==> src/rtl/tt3_ram.sv <==
// Generic single-write, single-read RAM with registered read data.
module tt3_ram #(
  parameter int WIDTH  = 32,
  parameter int DEPTH  = 64,
  parameter int ADDR_W = (DEPTH > 1) ? $clog2(DEPTH) : 1
) (
  input  logic              clk_i,
  input  logic              we_i,
  input  logic [ADDR_W-1:0] waddr_i,
  input  logic [WIDTH-1:0]  wdata_i,
  input  logic [ADDR_W-1:0] raddr_i,
  output logic [WIDTH-1:0]  rdata_o
);

  logic [WIDTH-1:0] mem_q [DEPTH];
  logic [WIDTH-1:0] rdata_q;

  always_ff @(posedge clk_i) begin
    if (we_i) begin
      mem_q[waddr_i] <= wdata_i;
    end
    rdata_q <= mem_q[raddr_i];
  end

  assign rdata_o = rdata_q;

endmodule

==> config.mk <==
export PLATFORM = sky130hd
export DESIGN_NAME = tt3_ram
export DESIGN_NICKNAME = d
export VERILOG_FILES = /design/src/rtl/tt3_ram.sv
export SDC_FILE = /design/constraint.sdc
export NUM_CORES = 2
export LEC_CHECK = 0
export ABC_CLOCK_PERIOD_IN_PS = 4100
export BUFFER_PORTS_ARGS = -buffer_cell sky130_fd_sc_hd__clkbuf_2
export CORE_ASPECT_RATIO = 1.5
export CORE_UTILIZATION = 40
export CTS_CLUSTER_SIZE = 25
export DETAILED_ROUTE_END_ITERATION = 10
export PLACE_DENSITY = 0.57
export SLEW_MARGIN = 15
export SYNTH_ARGS = -nofsm -noshare
export SYNTH_HDL_FRONTEND = slang
export SYNTH_SLANG_ARGS = --single-unit
==> constraint.sdc <==
create_clock -name clk_i -period 4.1 [get_ports clk_i]
set_clock_uncertainty 0.05 [all_clocks]
set_input_delay 0.615 -clock clk_i [delete_from_list [all_inputs] [get_ports clk_i]]
set_output_delay 0.615 -clock clk_i [all_outputs]
set_load 0.05 [all_outputs]
==> flow_metrics.tcl <==
set metrics [dict create \
    vias 36700 \
    fp.dieW_um 364 \
    clk_path_buf_depth 4 \
    wire_per_inst_um 33.3 \
    path_cells "buf_8, buf_4, buf_4, mux4_2, mux4_2, o22ai_1, nor2_1" \
    post-route-period-util_pct 76.4 \
    peakVddDrop_uv 301 \
    crit_type "primary input to flip-flop" \
    yosysMostFrequentCell "edfxtp_1" \
    fin_util_pct 46.2 \
    grt_pass1_vias 38200 \
    cts_hold_buf 0 \
    grt_max_degree 65 \
    start_util_pct 40.4 \
    grt_pass1_wl_um 297000 \
    rows 198 \
    antenna_found_initial 15 \
    slew_violations 0 \
    relSlewSlack_pct 24.2 \
    min_period_ps 3130 \
    hpwl_um 124000 \
    ys_warn_count 0 \
    die_area_um2 198000 \
    ys_ff_latch 2080 \
    synth_area_leader_cell "edfxtp_1" \
    cts-resized-gates 0 \
    die_height_um 545 \
    crit_fanout 29 \
    r2r_slack_ps 1540 \
    area_delta_synth_final_pct 14.4 \
    whs_ps 327 \
    wirelength_um 212000 \
    ant_nets 0 \
    drive_gt1_share_pct 30.9 \
    cts_root_buffer "clkbuf_16" \
    hold_viol_final 0 \
    post_cts_buffers 0 \
    cts_made_buffers 194 \
    ys_top_cells_by_count "edfxtp_1, mux4_2, nor2_1" \
    worst_slack_ps 968 \
    gp_congestion 0.847 \
    clock_latency_ps 830 \
    setup_viol 0 \
    fin_area_um2 89800 \
    status "complete, no violations" \
    viasPerCell 5.74 \
    critPathRequiredTime_ps 4690 \
    leakage_nw 27.8 \
    drt_iter0_markers 3945 \
    ys_async_sr_fraction_pct 0 \
    crit_slowest_cell "o22ai_1" \
    endpoint_kind "flip-flop" \
    seq_area_frac_synth_pct 79.1 \
    cts_sinks 2080 \
    dp_slack_ps 197 \
    fmax_mhz 319 \
    hp-class "primary input to flip-flop" \
    io-pin-count 78 \
    synthCells 3324 \
    path_buf_inv 3 \
    yosys-top-cells-area "edfxtp_1, mux4_2, mux2i_1" \
    setup-tns-final_ps 0 \
    yosysTopAreaCellShare_pct 78.3 \
    core_area_um2 194000 \
    rsz0062_at_grt "no" \
    path_clk_slew_ps 70 \
    synth_top_flop_cell "edfxtp_1" \
    critPathTopFamily "multiplexers" \
    power_density_nw_per_um2 483 \
    syn_area_um2 78500 \
    grt_overflow 0 \
    synth_edf_count 2048 \
    drtPass1Iterations 5 \
    worst_pin_slew_ps 1140 \
    drc 0 \
    tritoncts "yes" \
    cap_viol_max_count 0 \
    synth_area_per_cell_um2 23.6 \
    cp-start-kind "primary input" \
    nets 3688 \
    cp.arrival_ps 3720 \
    dpl_cell_area_um2 83900 \
    portBuffers 77 \
    synth_fp_nets 3370 \
    yosysUniqueCellTypes 34 \
    track_usage_pct 21.7 \
    htree_num_levels 4 \
    slowest_delay_ps 620 \
]
==> layer usage <==
layer | global-route usage (%) | part of all wire [%] | wire (um) | vias up
met2 | 37.7 | 52 | 110000 | 1322
li1 | - | - | - | 14900
met5 | 0 | 0.019 | 40 | -
met1 | 27.2 | 38 | 79700 | 20200
met4 | 7.59 | 3.6 | 7620 | 6
met3 | 3.79 | 6.9 | 14700 | 310
==> cell type report <==
cell class / instances / area (um^2)
tap: 2600 / 3250
multi-input combinational: 1062 / 16000
fill: 15900 / 105000
clock inverter: 98 / 791
clock buffer: 240 / 5110
timing repair buffer: 304 / 2560
antenna: 6 / 15.0
sequential: 2080 / 62100
==> final timing paths <==
check	start	to	depth (start not counted)
max reg2reg	mem_q[34][23]	rdata_o[23]	4
min	wdata_i[21]	mem_q[47][21]	1
max	raddr_i[0]	rdata_o[23]	7
min reg2reg	mem_q[13][4]	rdata_o[4]	4
==> placed cells by master (no fill, tap or decap), types with 12 or more instances in the layout <==
| master | count |
|---|---|
| clkbuf_2 | 72 |
| mux2i_1 | 93 |
| buf_4 | 192 |
| o22ai_1 | 84 |
| edfxtp_1 | 2048 |
| nor2_1 | 75 |
| o221ai_1 | 27 |
| nand2_1 | 26 |
| bufinv_16 | 12 |
| clkbuf_16 | 196 |
| a22oi_1 | 12 |
| nor2_4 | 62 |
| clkinv_2 | 28 |
| nor2b_1 | 15 |
| dfxtp_1 | 32 |
| mux4_2 | 544 |
| clkbuf_1 | 40 |
| a21oi_1 | 62 |
| buf_12 | 35 |
| clkinv_1 | 43 |
==> worst register-to-register path, cell delays in order, from the launching register on <==
cell      delay [ps]
edfxtp_1         360
mux4_2           470
mux4_2           570
o22ai_1          620
nor2_1           310
==> registers in the layout, summed over array words and instances (netlist names) <==
| register | count |
|---|---|
| mem_q | 2048 |
| rdata_o | 32 |
==> cell families after synthesis <==
family / Yosys count / synth area share, %
compound gates: 202 / 1.67
mux: 637 / 16.8
buf+inv: 182 / 1.13
simple gates: 223 / 1.27
flops: 2080 / 79.1
==> stage by stage <==
step	cells	power, mW
after CTS	6384	43.7
after global routing	6386	44.5
after detailed placement	6046	26.7
after global placement	6046	26.6
after floorplan	3324	25.3
final	6390	43.4
==> power by group <==
part	internal (mW)	switching [mW]	total, mW	leakage (nW)
Combinational	0.858	1.66	2.52	6.27
Clock	9.56	7.63	17.2	2.87
Sequential	23.5	0.102	23.6	18.7
Total	34.0	9.40	43.4	27.8
(Power assumes the default switching activity.)
